--- config.mk ---
export PLATFORM = sky130hd
export DESIGN_NAME = string_bucket_hash_core
export DESIGN_NICKNAME = d
export VERILOG_FILES = /design/src/hw/rtl/sbh_pkg.sv /design/src/hw/rtl/sbh_front.sv /design/src/hw/rtl/sbh_queue.sv /design/src/hw/rtl/sbh_back.sv /design/src/hw/rtl/string_bucket_hash_core.sv
export VERILOG_INCLUDE_DIRS = /design/src /design/src/hw/rtl
export SDC_FILE = /design/constraint.sdc
export NUM_CORES = 1
export LEC_CHECK = 0
export BUFFER_PORTS_ARGS = -buffer_cell sky130_fd_sc_hd__clkbuf_2
export CORE_ASPECT_RATIO = 0.6
export CORE_MARGIN = 2
export CORE_UTILIZATION = 60
export DETAILED_ROUTE_END_ITERATION = 8
export PLACE_DENSITY = 0.91
export SLEW_MARGIN = 20
export SYNTH_ARGS = -nofsm -noshare
export SYNTH_HDL_FRONTEND = slang
export SYNTH_HIERARCHICAL = 1
export SYNTH_SLANG_ARGS = --single-unit
--- constraint.sdc ---
create_clock -name clk_i -period 16.2 [get_ports clk_i]
set_clock_uncertainty 0.1 [all_clocks]
set_input_delay 3.24 -clock clk_i [delete_from_list [all_inputs] [get_ports clk_i]]
set_output_delay 3.24 -clock clk_i [all_outputs]
set_load 0.01 [all_outputs]
--- src/hw/rtl/assert_macros.svh ---
// assertion macros shared by the queue, back end and top-level rtl files of the hash core
`ifndef ASSERT_MACROS_SVH
`define ASSERT_MACROS_SVH

`ifndef NO_ASSERTIONS

// property must hold at every clock edge outside reset
`define SBH_ASSERT(lbl, clk, rstn, prop) \
  lbl: assert property (@(posedge clk) disable iff (!rstn) prop) \
    else $error("sbh assertion failed");

// condition must never be seen outside reset
`define SBH_NEVER(lbl, clk, rstn, cond) \
  lbl: assert property (@(posedge clk) disable iff (!rstn) !(cond)) \
    else $error("sbh forbidden condition seen");

`else

`define SBH_ASSERT(lbl, clk, rstn, prop)
`define SBH_NEVER(lbl, clk, rstn, cond)

`endif

`endif

--- src/hw/rtl/sbh_pkg.sv ---
// shared types, constants and mixing functions of the string bucket hash core
package sbh_pkg;

  localparam int HashW        = 32;
  localparam int CharW        = 8;
  localparam int CountW       = 16;
  localparam int IndexW       = 16;
  localparam int IndexBitsDef = 16;
  localparam int QueueDepth   = 2;

  localparam int MixShl   = 10;
  localparam int MixShr   = 6;
  localparam int FinShl1  = 3;
  localparam int FinShr   = 11;
  localparam int FinShl2  = 15;

  localparam logic [CountW-1:0] BucketCountRst = CountW'(16);

  // register index of the configuration port
  localparam logic RegBucketCount = 1'b0;

  // one key hash handed from the front to the queue
  typedef struct packed {
    logic             push;
    logic [HashW-1:0] hash;
  } q_wr_t;

  // head of the queue as seen by the back end
  typedef struct packed {
    logic             empty;
    logic [HashW-1:0] hash;
  } q_rd_t;

  function automatic logic [HashW-1:0] mix_char(input logic [HashW-1:0] h,
                                                input logic [CharW-1:0] c);
    logic [HashW-1:0] t;
    t = h + {{(HashW-CharW){c[CharW-1]}}, c};
    t = t + (t << MixShl);
    t = t ^ (t >> MixShr);
    return t;
  endfunction

  function automatic logic [HashW-1:0] finish_mix(input logic [HashW-1:0] h);
    logic [HashW-1:0] t;
    t = h + (h << FinShl1);
    t = t ^ (t >> FinShr);
    t = t + (t << FinShl2);
    return t;
  endfunction

endpackage

--- src/hw/rtl/sbh_front.sv ---
// front end: takes key characters and keeps the running hash of the key
module sbh_front (
  input  logic            clk_i,
  input  logic            rst_ni,
  input  logic            take_i,
  input  logic [sbh_pkg::CharW-1:0] key_char_i,
  input  logic            has_char_i,
  input  logic            last_i,
  output sbh_pkg::q_wr_t  q_wr_o
);
  import sbh_pkg::*;

  logic [HashW-1:0] running_d, running_q;
  logic [HashW-1:0] mixed;

  always_comb begin
    mixed     = has_char_i ? mix_char(running_q, key_char_i) : running_q;
    running_d = running_q;
    if (take_i) begin
      running_d = last_i ? '0 : mixed;
    end
  end

  // the final mix is left to the back end
  assign q_wr_o.push = take_i & last_i;
  assign q_wr_o.hash = mixed;

  always_ff @(posedge clk_i or negedge rst_ni) begin
    if (!rst_ni) begin
      running_q <= '0;
    end else begin
      running_q <= running_d;
    end
  end

endmodule

--- src/hw/rtl/sbh_queue.sv ---
// short queue of pre-final key hashes between front and back end
`include "assert_macros.svh"
module sbh_queue (
  input  logic           clk_i,
  input  logic           rst_ni,
  input  sbh_pkg::q_wr_t q_wr_i,
  input  logic           pop_i,
  output sbh_pkg::q_rd_t q_rd_o,
  output logic           full_o
);
  import sbh_pkg::*;

  localparam int PtrW = (QueueDepth > 1) ? $clog2(QueueDepth) : 1;
  localparam int CntW = $clog2(QueueDepth + 1);
  localparam logic [PtrW-1:0] LastPtr = PtrW'(QueueDepth - 1);
  localparam logic [CntW-1:0] FullCnt = CntW'(QueueDepth);

  logic [HashW-1:0] slot_q [QueueDepth];
  logic [PtrW-1:0]  wr_ptr_d, wr_ptr_q, rd_ptr_d, rd_ptr_q;
  logic [CntW-1:0]  cnt_d, cnt_q;
  logic             do_push, do_pop;

  assign do_push = q_wr_i.push & (cnt_q != FullCnt);
  assign do_pop  = pop_i & (cnt_q != '0);

  always_comb begin
    wr_ptr_d = wr_ptr_q;
    rd_ptr_d = rd_ptr_q;
    cnt_d    = cnt_q;
    if (do_push) begin
      wr_ptr_d = (wr_ptr_q == LastPtr) ? '0 : wr_ptr_q + 1'b1;
    end
    if (do_pop) begin
      rd_ptr_d = (rd_ptr_q == LastPtr) ? '0 : rd_ptr_q + 1'b1;
    end
    if (do_push && !do_pop) begin
      cnt_d = cnt_q + 1'b1;
    end else if (!do_push && do_pop) begin
      cnt_d = cnt_q - 1'b1;
    end
  end

  always_ff @(posedge clk_i or negedge rst_ni) begin
    if (!rst_ni) begin
      wr_ptr_q <= '0;
      rd_ptr_q <= '0;
      cnt_q    <= '0;
    end else begin
      wr_ptr_q <= wr_ptr_d;
      rd_ptr_q <= rd_ptr_d;
      cnt_q    <= cnt_d;
    end
  end

  always_ff @(posedge clk_i) begin
    if (do_push) begin
      slot_q[wr_ptr_q] <= q_wr_i.hash;
    end
  end

  assign q_rd_o.empty = (cnt_q == '0);
  assign q_rd_o.hash  = slot_q[rd_ptr_q];
  assign full_o       = (cnt_q == FullCnt);

  `SBH_NEVER(a_push_full, clk_i, rst_ni, q_wr_i.push && full_o)
  `SBH_NEVER(a_pop_empty, clk_i, rst_ni, pop_i && q_rd_o.empty)
  `SBH_ASSERT(a_cnt_range, clk_i, rst_ni, cnt_q <= FullCnt)

endmodule

--- src/hw/rtl/sbh_back.sv ---
// back end: final mix, magnitude and bit-serial modulo, then result register
`include "assert_macros.svh"
module sbh_back #(
  parameter int INDEX_BITS = sbh_pkg::IndexBitsDef
) (
  input  logic           clk_i,
  input  logic           rst_ni,
  input  sbh_pkg::q_rd_t q_rd_i,
  output logic           pop_o,
  input  logic [sbh_pkg::CountW-1:0] bucket_count_i,
  output logic           res_valid_o,
  input  logic           res_ready_i,
  output logic [sbh_pkg::IndexW-1:0] bucket_index_o,
  output logic [sbh_pkg::HashW-1:0]  hash_value_o
);
  import sbh_pkg::*;

  typedef enum logic [2:0] {
    ST_IDLE,
    ST_FIN,
    ST_MAG,
    ST_DIV,
    ST_DONE
  } state_e;

  localparam int StepW = $clog2(HashW);
  localparam logic [StepW-1:0] LastStep = StepW'(HashW - 1);
  localparam logic [IndexW-1:0] IdxMask =
    (INDEX_BITS >= IndexW) ? '1 : IndexW'((32'd1 << INDEX_BITS) - 32'd1);

  state_e            state_d, state_q;
  logic [HashW-1:0]  hash_d, hash_q;
  logic [HashW-1:0]  dvd_d, dvd_q;
  logic [CountW-1:0] rem_d, rem_q;
  logic [CountW-1:0] div_d, div_q;
  logic [StepW-1:0]  step_d, step_q;
  logic              out_valid_d, out_valid_q;
  logic [IndexW-1:0] out_idx_d, out_idx_q;
  logic [HashW-1:0]  out_hash_d, out_hash_q;
  logic [CountW:0]   trial;
  logic              out_free;

  assign trial    = {rem_q, dvd_q[HashW-1]};
  assign out_free = !out_valid_q || res_ready_i;

  always_comb begin
    state_d     = state_q;
    hash_d      = hash_q;
    dvd_d       = dvd_q;
    rem_d       = rem_q;
    div_d       = div_q;
    step_d      = step_q;
    out_valid_d = out_valid_q;
    out_idx_d   = out_idx_q;
    out_hash_d  = out_hash_q;
    pop_o       = 1'b0;

    if (out_valid_q && res_ready_i) begin
      out_valid_d = 1'b0;
    end

    unique case (state_q)
      ST_IDLE: begin
        if (!q_rd_i.empty) begin
          pop_o   = 1'b1;
          hash_d  = q_rd_i.hash;
          state_d = ST_FIN;
        end
      end
      ST_FIN: begin
        hash_d  = finish_mix(hash_q);
        div_d   = bucket_count_i;
        state_d = ST_MAG;
      end
      ST_MAG: begin
        // two's complement magnitude, the most negative value stays 2^31
        dvd_d   = hash_q[HashW-1] ? (~hash_q + 1'b1) : hash_q;
        rem_d   = '0;
        step_d  = '0;
        state_d = ST_DIV;
      end
      ST_DIV: begin
        // one restoring remainder step per cycle, msb first
        if (trial >= {1'b0, div_q}) begin
          rem_d = CountW'(trial - {1'b0, div_q});
        end else begin
          rem_d = trial[CountW-1:0];
        end
        dvd_d  = dvd_q << 1;
        step_d = step_q + 1'b1;
        if (step_q == LastStep) begin
          state_d = ST_DONE;
        end
      end
      ST_DONE: begin
        if (out_free) begin
          out_valid_d = 1'b1;
          out_idx_d   = (div_q == '0) ? '0 : (IndexW'(rem_q) & IdxMask);
          out_hash_d  = hash_q;
          state_d     = ST_IDLE;
        end
      end
      default: state_d = ST_IDLE;
    endcase
  end

  always_ff @(posedge clk_i or negedge rst_ni) begin
    if (!rst_ni) begin
      state_q     <= ST_IDLE;
      out_valid_q <= 1'b0;
      step_q      <= '0;
      hash_q      <= '0;
      dvd_q       <= '0;
      rem_q       <= '0;
      div_q       <= '0;
      out_idx_q   <= '0;
      out_hash_q  <= '0;
    end else begin
      state_q     <= state_d;
      out_valid_q <= out_valid_d;
      step_q      <= step_d;
      hash_q      <= hash_d;
      dvd_q       <= dvd_d;
      rem_q       <= rem_d;
      div_q       <= div_d;
      out_idx_q   <= out_idx_d;
      out_hash_q  <= out_hash_d;
    end
  end

  assign res_valid_o    = out_valid_q;
  assign bucket_index_o = out_idx_q;
  assign hash_value_o   = out_hash_q;

  `SBH_ASSERT(a_rem_below_div, clk_i, rst_ni,
              (state_q == ST_DIV && div_q != '0) |-> (rem_q < div_q))
  `SBH_ASSERT(a_result_from_done, clk_i, rst_ni,
              $rose(out_valid_q) |-> $past(state_q == ST_DONE))
  `SBH_ASSERT(a_pop_from_idle, clk_i, rst_ni,
              pop_o |=> (state_q == ST_FIN))

endmodule

--- src/hw/rtl/string_bucket_hash_core.sv ---
// top level of the string bucket hash core: ports, register file, front/queue/back
//
//  channel     | dir | payload
//  s_axis      | in  | tdata[7:0] key_char, tuser[0] has_char, tlast last
//  m_axis      | out | tdata[15:0] bucket_index, tdata[47:16] hash_value
//  apb         | in  | bucket_count at byte address 0
//
// the front end takes one character item per cycle unless the queue is full and
// keeps the running hash in a single register, so key bytes stream at full rate.
// each key then passes through the back end in order: pop, final mix, magnitude,
// 32 remainder steps of the bit-serial modulo unit and the result write; no new
// key is popped before the last one is written, which sets the key rate.
// a two-entry queue lets the front run ahead; s_axis stalls only when it is full.
// a finished result waits in the output register while the next key is worked on;
// the back end holds in its last step while that register is still occupied.
// reset clears the running hash, the queue and the back end; bucket_count to 16.
`include "assert_macros.svh"
module string_bucket_hash_core #(
  parameter int INDEX_BITS = sbh_pkg::IndexBitsDef
) (
  input  logic        clk_i,
  input  logic        rst_ni,
  input  logic        s_axis_tvalid,
  output logic        s_axis_tready,
  input  logic [7:0]  s_axis_tdata,   // [7:0] key_char
  input  logic [0:0]  s_axis_tuser,   // [0] has_char
  input  logic        s_axis_tlast,
  output logic        m_axis_tvalid,
  input  logic        m_axis_tready,
  output logic [47:0] m_axis_tdata,   // [15:0] bucket_index, [47:16] hash_value
  input  logic        psel,
  input  logic        penable,
  input  logic        pwrite,
  input  logic [2:0]  paddr,
  input  logic [31:0] pwdata,
  output logic [31:0] prdata,
  output logic        pready
);
  import sbh_pkg::*;

  logic [CountW-1:0] bucket_count_q, bucket_count_d;
  logic              cfg_wr;
  logic              take;
  logic              q_full;
  logic              pop;
  q_wr_t             q_wr;
  q_rd_t             q_rd;
  logic [IndexW-1:0] bucket_index;
  logic [HashW-1:0]  hash_value;

  assign pready = 1'b1;
  assign cfg_wr = psel & penable & pwrite & pready;

  always_comb begin
    bucket_count_d = bucket_count_q;
    if (cfg_wr && paddr[2] == RegBucketCount) begin
      bucket_count_d = pwdata[CountW-1:0];
    end
  end

  always_comb begin
    unique case (paddr[2])
      RegBucketCount: prdata = {{(32-CountW){1'b0}}, bucket_count_q};
      default:        prdata = '0;
    endcase
  end

  always_ff @(posedge clk_i or negedge rst_ni) begin
    if (!rst_ni) begin
      bucket_count_q <= BucketCountRst;
    end else begin
      bucket_count_q <= bucket_count_d;
    end
  end

  assign s_axis_tready = !q_full;
  assign take = s_axis_tvalid & s_axis_tready;

  sbh_front u_front (
    .clk_i      (clk_i),
    .rst_ni     (rst_ni),
    .take_i     (take),
    .key_char_i (s_axis_tdata),
    .has_char_i (s_axis_tuser[0]),
    .last_i     (s_axis_tlast),
    .q_wr_o     (q_wr)
  );

  sbh_queue u_queue (
    .clk_i  (clk_i),
    .rst_ni (rst_ni),
    .q_wr_i (q_wr),
    .pop_i  (pop),
    .q_rd_o (q_rd),
    .full_o (q_full)
  );

  sbh_back #(
    .INDEX_BITS (INDEX_BITS)
  ) u_back (
    .clk_i          (clk_i),
    .rst_ni         (rst_ni),
    .q_rd_i         (q_rd),
    .pop_o          (pop),
    .bucket_count_i (bucket_count_q),
    .res_valid_o    (m_axis_tvalid),
    .res_ready_i    (m_axis_tready),
    .bucket_index_o (bucket_index),
    .hash_value_o   (hash_value)
  );

  assign m_axis_tdata = {hash_value, bucket_index};

  `SBH_ASSERT(a_stall_only_full, clk_i, rst_ni, !s_axis_tready |-> q_full)
  `SBH_ASSERT(a_push_on_last, clk_i, rst_ni, q_wr.push |-> (take && s_axis_tlast))
  `SBH_ASSERT(a_cfg_applied, clk_i, rst_ni,
              (cfg_wr && paddr[2] == RegBucketCount) |=> (bucket_count_q == $past(pwdata[15:0])))

endmodule
Yosys cells after proc, flatten, opt, wreduce, memory -nomap -nowiden
Memories as Yosys holds them, arrays and structs flattened.
Cells that the tools add are included.

cells by class
  equality and inequality tests = 10
  reduce and logical (&&, ||, !) cells = 19
  muxes and demuxes = 26
  bitwise operators = 10
  add/subtract/negate cells = 11
  magnitude comparators = 1

operators with widths
  kind                                           number
  adder 32 bit                                   4
  2-to-1 mux 32 bit                              4
  case mux 32 bit (2 select lines)               2
  2-to-1 mux 16 bit                              3
  adder 32 x 1 -> 32 bit, second input constant  1
  inverter 32 bit                                1
  case mux 16 bit (2 select lines)               1
  bitwise XOR 32 x 21 -> 32 bit                  1
  bitwise XOR 32 x 26 -> 32 bit                  1
  >= comparator 17 x 16 -> 1 bit                 1
  zero test 16 bit                               1
  subtractor 16 bit                              1
  case mux 3 bit (5 select lines)                1
  case mux 5 bit (2 select lines)                1
  2-to-1 mux 1 bit                               9
  2-to-1 mux 3 bit                               3
  nonzero test 2 bit                             4
  AND 1 bit                                      6
  == test 3 x 2 -> 1 bit, second input constant  2
  adder 5 x 1 -> 5 bit, second input constant    1
  == test 5 bit, second input constant           1
  logical AND 1 bit                              4
  zero test 1 bit                                4
  2-to-1 mux 2 bit                               2
  other kinds (14)                               18

storage, ports and cells
  output and inout port bits = 83
  logic and storage cells = 92
  bits in writable memories = 64
  register bits after elaboration = 205
  input port bits = 52
  memories = 1

memory list
  name            words  width  rd ports  clocked after memory_dff  wr ports  line             text
  u_queue.slot_q  2      32     1         0                         1         sbh_queue.sv:18  logic [HashW-1:0] slot_q [QueueDepth];

Depth between registers and ports, before layout
  depth in word-level cells = 9
  mapped depth = 25

Hierarchy
Netlist, hierarchy kept.

by module, submodules not included
  module                   sequential area each (µm²)  instances  cells each  area an instance (µm²)
  sbh_back                 3828.7                      1          1113        9915.8
  sbh_front                800.8                       1          547         4579.4
  sbh_queue                2021.9                      1          119         2658.8
  string_bucket_hash_core  401.6                       1          72          910.9

Least setup slack after synthesis
OpenSTA, ideal clock, no wires.

  path kind = input to register
  start = input s_axis_tdata[0]
  end = memory u_queue.slot_q[0][25], data pin
  setup slack = 8.160 ns
  data required time = 15.943 ns
  library setup time = 0.157 ns
  arrival = 7.783 ns
  stages = 24
  path through = ha_1 -> inv_1 -> fa_1 -> nor2b_1 -> o211ai_1 -> a31o_1 -> o211ai_2 -> a211oi_1 -> o21ai_0 -> a21boi_0 -> o21bai_1 -> xor2_1 -> ha_1 -> a21o_1 -> a21o_1 -> a21oi_1 -> o21ai_0 -> a31oi_1 -> o31ai_4 -> nor2b_1 -> a211oi_1 -> maj3_2 -> xnor3_1 -> a21oi_1

RTL lines
  element          line                           text
  start, declared  string_bucket_hash_core.sv:25  input logic [7:0] s_axis_tdata,
  end, declared    sbh_queue.sv:18

==> metrics.txt <==
Die Wd=228 um; initial antenna violation count=1; end of the worst hold path=u_back/dvd_q[9]$_DFFE_PN0P_; post-cts sizing count=0; Synth Warn #=6; Synth async-reset ratio=76.2%; Startpoint Class=input port; Root Driver=clkbuf_16; vias post-DR=14700; synthesized cell area=0.0181 mm^2; f_max=108 MHz; Synth Flop Type=dfrtp_1; worst reg-to-reg path cell count=23; count leader, synth=dfrtp_1; Slew @ Worst Pin=1.09 ns; Remaining DRCs=0; unrepaired setup endpoints after global routing=false; final period utilization=56.9%; CTS tree=yes; Via density=6.28; Die ar.=0.0316 mm^2; Max Root-Sink Buffers=3; Synth area leader=dfrtp_1; fin. max-slew vios=0; ANT nets after route=0; final hold violation count=0; share of post-route cells with drive strength above 1=14.5%; capturing point of the worst reg2reg path=u_back/hash_q[31]$_DFFE_PN0P_; Port Buffers=99; Sink Count=269; cts bufs inserted=25; Placer Congestion=1.05; # H-tree levels=1; GRT Overall Usage=30.3%; clock-pin slew on the worst setup and hold paths=0.07 ns; vias in the first global route=13800; metal1 wirelength=21800 um; hold crit path type=reg -> reg; Final min period=9.22 ns; HPWL after detailed placement=35500 um; critical path class=in -> reg; 1st-pass router iterations=6; clk_lat worst skew=0.55 ns; EDFF count, synth=64; top sig layer=met4; Antenna Cells=0; core area=0.0298 mm^2; RR Startpoint=u_back/hash_q[2]$_DFFE_PN0P_; Placement Rows=49; fin util=65.6%; hold_buf cts=0; hold depth=2; Die Ht=138 um; largest net degree at the start of global routing=81; initial drt markers=2015; first-pass GRT wire length=76300 um; Syn-to-layout area delta=8.27%; Avg Cell Area, Syn=9.76 um^2; CP required=16.50 ns; Detailed Route WL=48000 um; Yosys cell types=100; Met2 Wirelength=19900 um; I/O pin count=135; total grt overflow=0; Max-cap violations=0; Yosys top cell area share=28.3%; Syn Inst Count=1851; met3 WL post-DR=5290 um; hold path startpoint=u_back/dvd_q[9]$_DFFE_PN0P_; DR WL/cell=20.5 um; Setup TNS Final=0 ns; status=complete, no violations; register bit total from synthesis=269; Rel. slew slack=27.3%; top cells by area, synth=dfrtp_1, edfxtp_1, ha_1; critical path capture point type=flop; worst reg2reg setup slack=9.55 ns; CP Data Arrival Time=9.52 ns; top post-synthesis cells by count=dfrtp_1, nand2_1, a21oi_1; Initial Util=60.6%; post-synthesis sequential area ratio=39.0%; Setup Viol. Count Final=0; postcts setup bufs=0; worst-path fanout max=25; # nets final=2083
## sequential cells by signal (all words and copies together), names as in the netlist, 32 cells and up
signal               cells
u_back/hash_value_o     32
u_back/dvd_q            32
u_front/running_q       32
u_queue/slot_q          64
u_back/hash_q           32
## stage by stage
step	setup WS [ns]	cells	hold slack, ns	instance area (um^2)
floorplan	8.16	1866	0.345	18100
global placement	6.75	2293	0.362	18800
detailed placement	6.60	2293	0.370	18800
CTS	7.16	2338	0.386	19600
global route	6.64	2338	0.412	19600
finish	6.98	2338	0.380	19600
## area by class of cell
cell class / instances / area [um^2]
Timing Repair Buffer: 112 / 602
Tap cell: 408 / 510
Inverter: 59 / 221
Sequential cell: 269 / 7060
Multi-Input combinational cell: 1445 / 10400
Clock buffer: 31 / 689
Clock inverter: 14 / 106
Fill cell: 2357 / 10200
## critical path, cell delays in order
cell and delay, ns:
clkbuf_2 0.38, ha_1 0.56, and3_1 0.25, o211ai_1 0.11, a31o_1 0.15, o211ai_2 0.17
a211oi_1 0.63, o21ai_0 0.30, a21boi_0 0.34, o21bai_1 0.12, xor2_1 0.42, ha_1 0.38
a21o_1 0.20, a21o_1 0.17, a21oi_1 0.23, o21ai_0 0.13, a31oi_1 0.27, o31ai_4 0.15
nor2b_1 0.16, a211oi_1 0.27, maj3_2 0.30, xnor3_1 0.34, a21oi_1 0.20
## cells in the final DEF (no fill, tap or decap), drive strengths merged, types with 8 or more instances in the layout
master,n
nor2b,25
nand2,199
nand3,25
o211ai,25
a21oi,146
conb,17
dfrtp,204
o21bai,12
mux2,81
and2,9
ha,114
clkbuf,130
nand2b,17
nor4,8
nor2,131
a31oi,29
o21ai,139
a211oi,10
mux2i,17
o31ai,21
xnor2,104
buf,13
nor3,19
a21o,39
a21boi,9
clkinv,9
nand4,8
or3,11
edfxtp,64
o21a,17
xor2,71
inv,61
a22o,40
## how the worst max path moves through the flow
stage | start | end | slack [ns] | cells after the start
5_1_grt | s_axis_tdata[7] | u_queue/slot_q[1][25]$_DFFE_PP_ | 6.64 | 23
3_5_place_dp | s_axis_tdata[7] | u_queue/slot_q[1][25]$_DFFE_PP_ | 6.60 | 23
2_1_floorplan | s_axis_tdata[0] | u_queue/slot_q[0][25]$_DFFE_PP_ | 8.16 | 24
3_3_place_gp | s_axis_tdata[7] | u_queue/slot_q[0][25]$_DFFE_PP_ | 6.75 | 23
4_1_cts | s_axis_tdata[7] | u_queue/slot_q[0][25]$_DFFE_PP_ | 7.16 | 23
6_report | s_axis_tdata[7] | u_queue/slot_q[0][25]$_DFFE_PP_ | 6.98 | 23
## logic make-up (layout without fill, tap and decap cells)
| family | count (synthesis) | in the layout | synth area share (%) |
|---|---|---|---|
| flops | 269 | 269 | 39.0 |
| other cells | 2 | 17 | 0.0416 |
| xor+xnor | 181 | 181 | 9.39 |
| buf+inv | 152 | 216 | 3.95 |
| compound gates | 536 | 536 | 19.5 |
| simple gates | 493 | 493 | 12.8 |
| fa+ha+maj | 120 | 120 | 8.51 |
| mux | 98 | 98 | 6.82 |
## per-layer routing
layer  global-route usage, %  up-vias
li1                        -     6771
met1                    46.8     7039
met2                    43.1      766
met3                    7.49       98
met4                    6.12        0
met5                       0        -
Power is left out: the tool's default activity adds up to more than one toggle a clock period on the data nets, which glitch-free logic cannot reach.
